### src/rtl/core/avcf_pkg.sv
// Shared types and constants for the alert voice command framer.
package avcf_pkg;

   // Request kinds
   localparam logic REQ_ALERT  = 1'b0;
   localparam logic REQ_DIRECT = 1'b1;

   // Gas channel codes
   localparam logic [1:0] GAS_NONE = 2'd0;
   localparam logic [1:0] GAS_CO   = 2'd1;
   localparam logic [1:0] GAS_LPG  = 2'd2;
   localparam logic [1:0] GAS_CO2  = 2'd3;

   // Configuration register indexes
   localparam int unsigned CSR_INDEX_W = 3;
   localparam int unsigned CSR_DATA_W  = 32;
   localparam logic [CSR_INDEX_W-1:0] CSR_TRACK_CO       = 3'd0;
   localparam logic [CSR_INDEX_W-1:0] CSR_TRACK_LPG      = 3'd1;
   localparam logic [CSR_INDEX_W-1:0] CSR_TRACK_CO2      = 3'd2;
   localparam logic [CSR_INDEX_W-1:0] CSR_TRACK_CLEAR    = 3'd3;
   localparam logic [CSR_INDEX_W-1:0] CSR_REPLAY_COOLDOWN = 3'd4;

   // Register reset values
   localparam logic [15:0] TRACK_CO_RESET    = 16'd3;
   localparam logic [15:0] TRACK_LPG_RESET   = 16'd4;
   localparam logic [15:0] TRACK_CO2_RESET   = 16'd5;
   localparam logic [15:0] TRACK_CLEAR_RESET = 16'd6;
   localparam logic [31:0] COOLDOWN_RESET    = 32'd15000;

   // Command codes and limits
   localparam logic [7:0]  CMD_VOLUME = 8'h06;
   localparam logic [7:0]  CMD_PLAY   = 8'h12;
   localparam logic [15:0] VOLUME_MAX = 16'd30;

   // Fixed frame bytes
   localparam logic [7:0] FRAME_START   = 8'h7E;
   localparam logic [7:0] FRAME_VERSION = 8'hFF;
   localparam logic [7:0] FRAME_LENGTH  = 8'h06;
   localparam logic [7:0] FRAME_NO_ACK  = 8'h00;
   localparam logic [7:0] FRAME_END     = 8'hEF;

   // Byte position within a frame, in transmit order
   typedef enum logic [3:0] {
      POS_START   = 4'd0,
      POS_VERSION = 4'd1,
      POS_LENGTH  = 4'd2,
      POS_COMMAND = 4'd3,
      POS_ACK     = 4'd4,
      POS_PARAM_H = 4'd5,
      POS_PARAM_L = 4'd6,
      POS_CHK_H   = 4'd7,
      POS_CHK_L   = 4'd8,
      POS_END     = 4'd9
   } frame_pos_type;

   // One frame to be sent, as passed from front to back
   typedef struct packed {
      logic [7:0]  command;
      logic [15:0] param;
   } frame_req_type;

endpackage

### src/rtl/core/avcf_front.sv
// Front end: configuration registers, alert decision and frame requests.
module avcf_front (
   input  logic                                  clock,
   input  logic                                  reset,
   input  logic                                  csr_write_enable,
   input  logic [avcf_pkg::CSR_INDEX_W-1:0]      csr_index,
   input  logic [avcf_pkg::CSR_DATA_W-1:0]       csr_write_data,
   input  logic                                  accept,
   input  logic                                  req_type,
   input  logic                                  req_is_critical,
   input  logic [1:0]                            req_gas_channel,
   input  logic [31:0]                           req_now_ms,
   input  logic [7:0]                            req_command_code,
   input  logic [15:0]                           req_param_value,
   output logic                                  frame_push,
   output avcf_pkg::frame_req_type               frame_req
);

   logic [15:0] track_co_ff,    track_co_in;
   logic [15:0] track_lpg_ff,   track_lpg_in;
   logic [15:0] track_co2_ff,   track_co2_in;
   logic [15:0] track_clear_ff, track_clear_in;
   logic [31:0] cooldown_ff,    cooldown_in;

   logic [31:0] last_play_ff,  last_play_in;
   logic [1:0]  announced_ff,  announced_in;
   logic        alert_ff,      alert_in;

   logic [15:0] track;
   logic        desired_valid;
   logic [31:0] elapsed;

   // Register writes; unknown indexes drop silently
   always_comb begin
      track_co_in    = track_co_ff;
      track_lpg_in   = track_lpg_ff;
      track_co2_in   = track_co2_ff;
      track_clear_in = track_clear_ff;
      cooldown_in    = cooldown_ff;
      if (csr_write_enable) begin
         case (csr_index)
            avcf_pkg::CSR_TRACK_CO:        track_co_in    = csr_write_data[15:0];
            avcf_pkg::CSR_TRACK_LPG:       track_lpg_in   = csr_write_data[15:0];
            avcf_pkg::CSR_TRACK_CO2:       track_co2_in   = csr_write_data[15:0];
            avcf_pkg::CSR_TRACK_CLEAR:     track_clear_in = csr_write_data[15:0];
            avcf_pkg::CSR_REPLAY_COOLDOWN: cooldown_in    = csr_write_data;
            default: ;
         endcase
      end
   end

   always_comb begin
      case (req_gas_channel)
         avcf_pkg::GAS_CO:  track = track_co_ff;
         avcf_pkg::GAS_LPG: track = track_lpg_ff;
         avcf_pkg::GAS_CO2: track = track_co2_ff;
         default:           track = 16'd0;
      endcase
   end

   assign desired_valid = req_is_critical && (track != 16'd0);
   assign elapsed       = req_now_ms - last_play_ff;

   // Decide whether this transaction produces a frame and update alert state
   always_comb begin
      last_play_in      = last_play_ff;
      announced_in      = announced_ff;
      alert_in          = alert_ff;
      frame_push        = 1'b0;
      frame_req.command = avcf_pkg::CMD_PLAY;
      frame_req.param   = track;
      if (accept) begin
         if (req_type == avcf_pkg::REQ_DIRECT) begin
            frame_push        = 1'b1;
            frame_req.command = req_command_code;
            if (req_command_code == avcf_pkg::CMD_VOLUME &&
                req_param_value > avcf_pkg::VOLUME_MAX) begin
               frame_req.param = avcf_pkg::VOLUME_MAX;
            end else begin
               frame_req.param = req_param_value;
            end
         end else if (!desired_valid) begin
            if (alert_ff) begin
               frame_push      = 1'b1;
               frame_req.param = track_clear_ff;
               alert_in        = 1'b0;
               announced_in    = avcf_pkg::GAS_NONE;
               last_play_in    = req_now_ms;
            end
         end else if (req_gas_channel != announced_ff) begin
            frame_push   = 1'b1;
            announced_in = req_gas_channel;
            alert_in     = 1'b1;
            last_play_in = req_now_ms;
         end else if (elapsed >= cooldown_ff) begin
            frame_push   = 1'b1;
            last_play_in = req_now_ms;
         end
      end
   end

   always_ff @(posedge clock) begin
      if (reset) begin
         track_co_ff    <= avcf_pkg::TRACK_CO_RESET;
         track_lpg_ff   <= avcf_pkg::TRACK_LPG_RESET;
         track_co2_ff   <= avcf_pkg::TRACK_CO2_RESET;
         track_clear_ff <= avcf_pkg::TRACK_CLEAR_RESET;
         cooldown_ff    <= avcf_pkg::COOLDOWN_RESET;
         last_play_ff   <= 32'd0;
         announced_ff   <= avcf_pkg::GAS_NONE;
         alert_ff       <= 1'b0;
      end else begin
         track_co_ff    <= track_co_in;
         track_lpg_ff   <= track_lpg_in;
         track_co2_ff   <= track_co2_in;
         track_clear_ff <= track_clear_in;
         cooldown_ff    <= cooldown_in;
         last_play_ff   <= last_play_in;
         announced_ff   <= announced_in;
         alert_ff       <= alert_in;
      end
   end

endmodule

### src/rtl/core/avcf_queue.sv
// Short queue of frame requests between front and back.
module avcf_queue #(
   parameter int unsigned QUEUE_DEPTH = 2
) (
   input  logic                    clock,
   input  logic                    reset,
   input  logic                    push,
   input  avcf_pkg::frame_req_type push_data,
   input  logic                    pop,
   output logic                    full,
   output logic                    empty,
   output avcf_pkg::frame_req_type head
);

   localparam int unsigned PTR_W = (QUEUE_DEPTH > 1) ? $clog2(QUEUE_DEPTH) : 1;
   localparam int unsigned CNT_W = $clog2(QUEUE_DEPTH + 1);

   avcf_pkg::frame_req_type entries_ff [QUEUE_DEPTH];
   logic [PTR_W-1:0] wr_ptr_ff, wr_ptr_in;
   logic [PTR_W-1:0] rd_ptr_ff, rd_ptr_in;
   logic [CNT_W-1:0] count_ff,  count_in;
   logic             do_push, do_pop;

   assign full    = (count_ff == CNT_W'(QUEUE_DEPTH));
   assign empty   = (count_ff == '0);
   assign do_push = push && !full;
   assign do_pop  = pop && !empty;
   assign head    = entries_ff[rd_ptr_ff];

   always_comb begin
      wr_ptr_in = wr_ptr_ff;
      rd_ptr_in = rd_ptr_ff;
      count_in  = count_ff;
      if (do_push) begin
         wr_ptr_in = (wr_ptr_ff == PTR_W'(QUEUE_DEPTH - 1)) ? '0 : wr_ptr_ff + 1'b1;
      end
      if (do_pop) begin
         rd_ptr_in = (rd_ptr_ff == PTR_W'(QUEUE_DEPTH - 1)) ? '0 : rd_ptr_ff + 1'b1;
      end
      if (do_push && !do_pop) begin
         count_in = count_ff + 1'b1;
      end else if (do_pop && !do_push) begin
         count_in = count_ff - 1'b1;
      end
   end

   always_ff @(posedge clock) begin
      if (reset) begin
         wr_ptr_ff <= '0;
         rd_ptr_ff <= '0;
         count_ff  <= '0;
      end else begin
         wr_ptr_ff <= wr_ptr_in;
         rd_ptr_ff <= rd_ptr_in;
         count_ff  <= count_in;
      end
   end

   always_ff @(posedge clock) begin
      if (do_push) begin
         entries_ff[wr_ptr_ff] <= push_data;
      end
   end

endmodule

### src/rtl/core/avcf_back.sv
// Back end: frame serializer, one byte per result transaction.
module avcf_back (
   input  logic                    clock,
   input  logic                    reset,
   input  logic                    q_empty,
   input  avcf_pkg::frame_req_type q_head,
   output logic                    q_pop,
   output logic                    rsp_empty,
   input  logic                    rsp_pop,
   output logic [7:0]              rsp_frame_byte,
   output logic                    rsp_end_of_frame
);

   logic                    busy_ff,    busy_in;
   avcf_pkg::frame_pos_type pos_ff,     pos_in;
   logic [7:0]              command_ff, command_in;
   logic [15:0]             param_ff,   param_in;
   logic [15:0]             chk_ff,     chk_in;
   logic                    last_taken;
   logic [15:0]             sum;

   assign last_taken = busy_ff && rsp_pop && (pos_ff == avcf_pkg::POS_END);
   assign q_pop      = !q_empty && (!busy_ff || last_taken);

   // Sum of bytes one to six; the no-ack byte adds nothing
   assign sum = 16'(avcf_pkg::FRAME_VERSION) + 16'(avcf_pkg::FRAME_LENGTH)
              + 16'(q_head.command) + 16'(avcf_pkg::FRAME_NO_ACK)
              + 16'(q_head.param[15:8]) + 16'(q_head.param[7:0]);

   always_comb begin
      busy_in    = busy_ff;
      pos_in     = pos_ff;
      command_in = command_ff;
      param_in   = param_ff;
      chk_in     = chk_ff;
      if (q_pop) begin
         busy_in    = 1'b1;
         pos_in     = avcf_pkg::POS_START;
         command_in = q_head.command;
         param_in   = q_head.param;
         chk_in     = 16'd0 - sum;
      end else if (last_taken) begin
         busy_in = 1'b0;
      end else if (busy_ff && rsp_pop) begin
         pos_in = avcf_pkg::frame_pos_type'(pos_ff + 4'd1);
      end
   end

   always_comb begin
      case (pos_ff)
         avcf_pkg::POS_START:   rsp_frame_byte = avcf_pkg::FRAME_START;
         avcf_pkg::POS_VERSION: rsp_frame_byte = avcf_pkg::FRAME_VERSION;
         avcf_pkg::POS_LENGTH:  rsp_frame_byte = avcf_pkg::FRAME_LENGTH;
         avcf_pkg::POS_COMMAND: rsp_frame_byte = command_ff;
         avcf_pkg::POS_ACK:     rsp_frame_byte = avcf_pkg::FRAME_NO_ACK;
         avcf_pkg::POS_PARAM_H: rsp_frame_byte = param_ff[15:8];
         avcf_pkg::POS_PARAM_L: rsp_frame_byte = param_ff[7:0];
         avcf_pkg::POS_CHK_H:   rsp_frame_byte = chk_ff[15:8];
         avcf_pkg::POS_CHK_L:   rsp_frame_byte = chk_ff[7:0];
         avcf_pkg::POS_END:     rsp_frame_byte = avcf_pkg::FRAME_END;
         default:               rsp_frame_byte = avcf_pkg::FRAME_END;
      endcase
   end

   assign rsp_end_of_frame = (pos_ff == avcf_pkg::POS_END);
   assign rsp_empty        = !busy_ff;

   always_ff @(posedge clock) begin
      if (reset) begin
         busy_ff <= 1'b0;
         pos_ff  <= avcf_pkg::POS_START;
      end else begin
         busy_ff <= busy_in;
         pos_ff  <= pos_in;
      end
   end

   always_ff @(posedge clock) begin
      command_ff <= command_in;
      param_ff   <= param_in;
      chk_ff     <= chk_in;
   end

endmodule

### src/rtl/core/alert_voice_command_framer.sv
// Top level of the alert voice command framer.
//
//   channel   direction  handshake           transaction carries
//   req_*     in         push / full         one alert update or direct command
//   rsp_*     out        pop / empty         one frame byte with end-of-frame flag
//   csr_*     in         write_enable only   one register write, no wait
//
// A frame is ten result transactions, one byte a cycle while pop is held; the
// serializer in the back end limits a sustained stream of frame-producing
// requests. Requests that produce no frame are taken one a cycle while the
// request queue is not full. A request is classified in the cycle it is
// accepted, and its frame is registered in the request queue before the
// serializer loads it. Reset is synchronous; there is no clearing pass. full
// rises only when the request queue holds QUEUE_DEPTH frames while the back
// end is still sending, so output stalls back up into the input.
module alert_voice_command_framer #(
   parameter int unsigned QUEUE_DEPTH = 2
) (
   input  logic                             clock,
   input  logic                             reset,
   // request channel
   input  logic                             push,
   output logic                             full,
   input  logic                             req_type,
   input  logic                             req_is_critical,
   input  logic [1:0]                       req_gas_channel,
   input  logic [31:0]                      req_now_ms,
   input  logic [7:0]                       req_command_code,
   input  logic [15:0]                      req_param_value,
   // result channel
   output logic                             empty,
   input  logic                             pop,
   output logic [7:0]                       rsp_frame_byte,
   output logic                             rsp_end_of_frame,
   // configuration
   input  logic                             csr_write_enable,
   input  logic [avcf_pkg::CSR_INDEX_W-1:0] csr_index,
   input  logic [avcf_pkg::CSR_DATA_W-1:0]  csr_write_data
);

   logic                    accept;
   logic                    frame_push;
   avcf_pkg::frame_req_type frame_req;
   logic                    q_full;
   logic                    q_empty;
   logic                    q_pop;
   avcf_pkg::frame_req_type q_head;

   // Hold off requests only while the queue cannot take a frame
   assign full   = q_full;
   assign accept = push && !q_full;

   // Classify each transaction and keep the alert state
   avcf_front u_front (
      .clock            (clock),
      .reset            (reset),
      .csr_write_enable (csr_write_enable),
      .csr_index        (csr_index),
      .csr_write_data   (csr_write_data),
      .accept           (accept),
      .req_type         (req_type),
      .req_is_critical  (req_is_critical),
      .req_gas_channel  (req_gas_channel),
      .req_now_ms       (req_now_ms),
      .req_command_code (req_command_code),
      .req_param_value  (req_param_value),
      .frame_push       (frame_push),
      .frame_req        (frame_req)
   );

   // Decouple the decision from the slow byte stream
   avcf_queue #(
      .QUEUE_DEPTH (QUEUE_DEPTH)
   ) u_queue (
      .clock     (clock),
      .reset     (reset),
      .push      (frame_push),
      .push_data (frame_req),
      .pop       (q_pop),
      .full      (q_full),
      .empty     (q_empty),
      .head      (q_head)
   );

   // Serialize frames; the next frame loads as the last byte is taken
   avcf_back u_back (
      .clock            (clock),
      .reset            (reset),
      .q_empty          (q_empty),
      .q_head           (q_head),
      .q_pop            (q_pop),
      .rsp_empty        (empty),
      .rsp_pop          (pop),
      .rsp_frame_byte   (rsp_frame_byte),
      .rsp_end_of_frame (rsp_end_of_frame)
   );

endmodule
### config.mk
export PLATFORM = sky130hd
export DESIGN_NAME = alert_voice_command_framer
export DESIGN_NICKNAME = d
export VERILOG_FILES = /design/src/rtl/core/avcf_pkg.sv /design/src/rtl/core/avcf_front.sv /design/src/rtl/core/avcf_queue.sv /design/src/rtl/core/avcf_back.sv /design/src/rtl/core/alert_voice_command_framer.sv
export SDC_FILE = /design/constraint.sdc
export NUM_CORES = 1
export LEC_CHECK = 0
export BUFFER_PORTS_ARGS = -buffer_cell sky130_fd_sc_hd__buf_2
export CORE_MARGIN = 2
export CORE_UTILIZATION = 56
export CTS_BUF_LIST = sky130_fd_sc_hd__clkbuf_4 sky130_fd_sc_hd__clkbuf_8
export DETAILED_ROUTE_END_ITERATION = 10
export PLACE_DENSITY = 0.82
export SYNTH_ARGS = -nofsm -noshare
export SYNTH_HDL_FRONTEND = slang
export SYNTH_SLANG_ARGS = --single-unit
### constraint.sdc
create_clock -name clock -period 12.3 [get_ports clock]
set_clock_uncertainty 0.1 [all_clocks]
set_input_delay 0.615 -clock clock [delete_from_list [all_inputs] [get_ports clock]]
set_output_delay 0.615 -clock clock [all_outputs]
set_load 0.01 [all_outputs]
==> results.json <==
{
  "track_usage": 0.248,
  "area_delta_synth_final_pct": 11.6,
  "synth_nets": 1557,
  "hold_path_class": "in2reg",
  "finalSetupViolCount": 0,
  "min_period_ns": 6.04,
  "worstReg2RegStart": "u_front.last_play_ff[4]$_SDFFE_PP0P_",
  "fp.dieH_um": 154,
  "firstDrtPassIters": 7,
  "gp_congestion": 0.876,
  "status": "finished clean",
  "worstSetupEndpointType": "flop",
  "maxSlewViolCount": 0,
  "ctsResizeCount": 0,
  "grt_pass1_vias": 9950,
  "pwr_density_cell_nw_per_um2": 181,
  "synth_area_per_cell_sq_um": 9.24,
  "peakVddDrop_uv": 109,
  "hold_viol_final": 0,
  "r2r_cells": 17,
  "path_class": "reg2reg",
  "rsz0062_at_grt": "no",
  "hold-path-endpoint": "u_front.cooldown_ff[21]$_SDFFE_PP0P_",
  "cts.sinks": 229,
  "synth_enable_flop_cells": 88,
  "yosysTopAreaCell": "dfxtp_1",
  "numCtsBuffers": 38,
  "nets": 1652,
  "fmax_mhz": 166,
  "clk_pin_slew_ns": 0.06,
  "io_buffers": 110,
  "cp_max_fo": 24,
  "core_area_sq_um": 21900,
  "start_util": 0.574,
  "hold_depth": 3,
  "ys_seq_area_frac": 0.435,
  "cts_setup_buffers": 0,
  "mostFrequentLayoutCells": "nand2_1 (228), dfxtp_1 (141), a21oi_1 (138), buf_2 (109), inv_1 (108)",
  "rows": 54,
  "crit_chain": "inv_1 > ha_1 > and4_1 > o21a_1 > o31ai_1 > o2111ai_1 > o211ai_1 > o21ai_0 > nand2_1 > o211a_1 > or3_1 > ha_1 > nand4_1 > nor4_1 > a221oi_1 > o311ai_0 > nor2b_2",
  "holdBufCountCts": 0,
  "vias": 10200,
  "tns_ns": 0,
  "cpMostUsedCell": "ha_1",
  "ant_nets": 0,
  "required_ns": 12.33,
  "synthCells": 1359,
  "antenna_cells": 0,
  "ys.flop_type": "dfxtp_1",
  "drc": 0,
  "ys_ff_latch": 229,
  "fin_crit_sh": 0.491,
  "cts_tree": "built",
  "p_leak_nw": 5.48,
  "clockBufferDepth": 3,
  "dieArea_sq_um": 23600,
  "grt_max_degree": 95,
  "fin_util": 0.640,
  "cts-root-buf": "clkbuf_8",
  "async_reset_ff_frac": 0,
  "synth.cell_area_sq_um": 12600,
  "boundaryPins": 111,
  "cpLargestDelayFamily": "simple AND/OR/NAND/NOR gates",
  "cpPeakStageDelay_ns": 1.09,
  "synth_top_area_frac": 0.225,
  "tightestPinTransition_ns": 1.23,
  "cp_slowest_cell": "nor2b_2",
  "layout_commonest_cell": "nand2_1",
  "yosysWarnings": 0,
  "yosys-top-cells-area": "dfxtp_1 (22%), edfxtp_1 (21%), ha_1 (8.9%)",
  "start_kind": "flop",
  "max_slew_margin": 0.179,
  "nFillCells": 1786,
  "grt_overflow": 0,
  "grt_first_pass_wirelength_mm": 48.2,
  "r2r_end": "u_queue.entries_ff[0][14]$_DFFE_PP_",
  "antenna_found_initial": 1,
  "worstPathArrival_ns": 6.08,
  "wirelength_mm": 29.5,
  "die_x_um": 154,
  "layout-drive-gt1-share": 0.147,
  "wl_per_cell_um": 16.7,
  "reg2reg_slack_ns": 6.26,
  "avgViaCountPerCell": 5.80,
  "ys_types": 58,
  "drt_first_iter_violations": 876,
  "dp_hpwl_mm": 21.1,
  "clk-insertion-delay-late_ns": 0.54,
  "cap_violations": 0,
  "hp-start": "csr_write_data[21]",
  "cp_num_buf_inv": 1,
  "h-tree-depth": 2
}
==> cells in the mapped netlist (17+ instances only) <==
master and instances:
a21o_1 29, a21oi_1 139, a22oi_1 50, clkbuf_1 54
dfxtp_1 141, edfxtp_1 88, ha_1 89, inv_1 108
mux2_2 24, mux2i_1 49, nand2_1 228, nand4_1 17
nor2_1 79, o21ai_0 33, xnor2_1 35
==> worst reg2reg max path: cells and delay by family, from the launching register on <==
| kind | cells | cell delay, ns |
|---|---|---|
| and+or+nand+nor | 6 | 2.24 |
| buffers and inverters | 1 | 0.04 |
| DFF | 1 | 0.33 |
| adders and majority gates | 2 | 0.71 |
| AOI/OAI and AO/OA | 8 | 2.21 |
==> cell type report <==
| class | count | area [sq um] | area share |
|---|---|---|---|
| Timing Repair Buffer | 117 | 606 | 0.0432 |
| Clock buffer | 55 | 688 | 0.0491 |
| Tap cell | 280 | 350 | 0.0250 |
| Inverter | 108 | 405 | 0.0289 |
| Sequential cell | 229 | 5470 | 0.390 |
| Multi-Input combinational cell | 960 | 6420 | 0.458 |
| Clock inverter | 15 | 78.8 | 0.00562 |
==> worst max path at each step <==
stage / startpoint / to / slack [ns] / cells past startpoint
2_1_floorplan: req_now_ms[4] / u_queue.entries_ff[0][0]$_DFFE_PP_ / 6.52 / 17
3_3_place_gp: req_now_ms[17] / u_queue.entries_ff[0][14]$_DFFE_PP_ / 6.21 / 17
3_5_place_dp: req_now_ms[4] / u_queue.entries_ff[0][6]$_DFFE_PP_ / 5.98 / 17
4_1_cts: u_front.last_play_ff[4]$_SDFFE_PP0P_ / u_queue.entries_ff[0][11]$_DFFE_PP_ / 6.31 / 17
5_1_grt: u_front.last_play_ff[17]$_SDFFE_PP0P_ / u_queue.entries_ff[0][14]$_DFFE_PP_ / 5.68 / 17
6_report: u_front.last_play_ff[4]$_SDFFE_PP0P_ / u_queue.entries_ff[0][14]$_DFFE_PP_ / 6.26 / 17
==> stage by stage <==
step                      total power (W)  hold WS, ns  std cells  cell area (sq um)  setup WS [ns]
after floorplan                   0.00165        0.332       1359              12600           6.52
after global placement            0.00183        0.338       1694              13300           6.21
after detailed placement          0.00188        0.345       1694              13300           5.98
after CTS                         0.00256        0.192       1764              14000           6.31
after global routing              0.00270        0.208       1764              14000           5.68
final                             0.00254        0.223       1764              14000           6.26
==> cell families after synthesis <==
kind of cell    after synthesis  synth area share
mux                          74            0.0615
fa+ha+maj                    98             0.103
simple gates                425             0.152
compound gates              314             0.160
flops                       229             0.435
buf+inv                     170            0.0546
xor+xnor                     49            0.0342
==> sequential cells by signal (all words and copies together) (netlist names), 2 cells and up, named ones only <==
name and flops:
u_back.command_ff 8, u_front.track_co2_ff 16, u_back.param_ff 16, u_queue.entries_ff 48, u_front.track_co_ff 16, u_front.track_clear_ff 16
u_queue.count_ff 2, u_front.last_play_ff 32, u_front.announced_ff 2, u_front.cooldown_ff 32, u_back.pos_ff 4, u_front.track_lpg_ff 16
u_back.chk_ff 16
==> power by group <==
group          total (W)  internal (W)  switching, W  leakage (nW)
clock network   0.000666      0.000363      0.000303         0.409
logic           0.000882      0.000367      0.000515          3.12
registers       0.000992      0.000957     0.0000353          1.95
==> metal layers <==
layer  vias up  GRT usage  share of wire
met5         -          0              0
met4         0     0.0965          0.034
met1      4822      0.321           0.42
li1       4948          -              -
met2       381      0.415           0.48
met3        76     0.0445          0.069
Power figures use the tool's default switching activity.
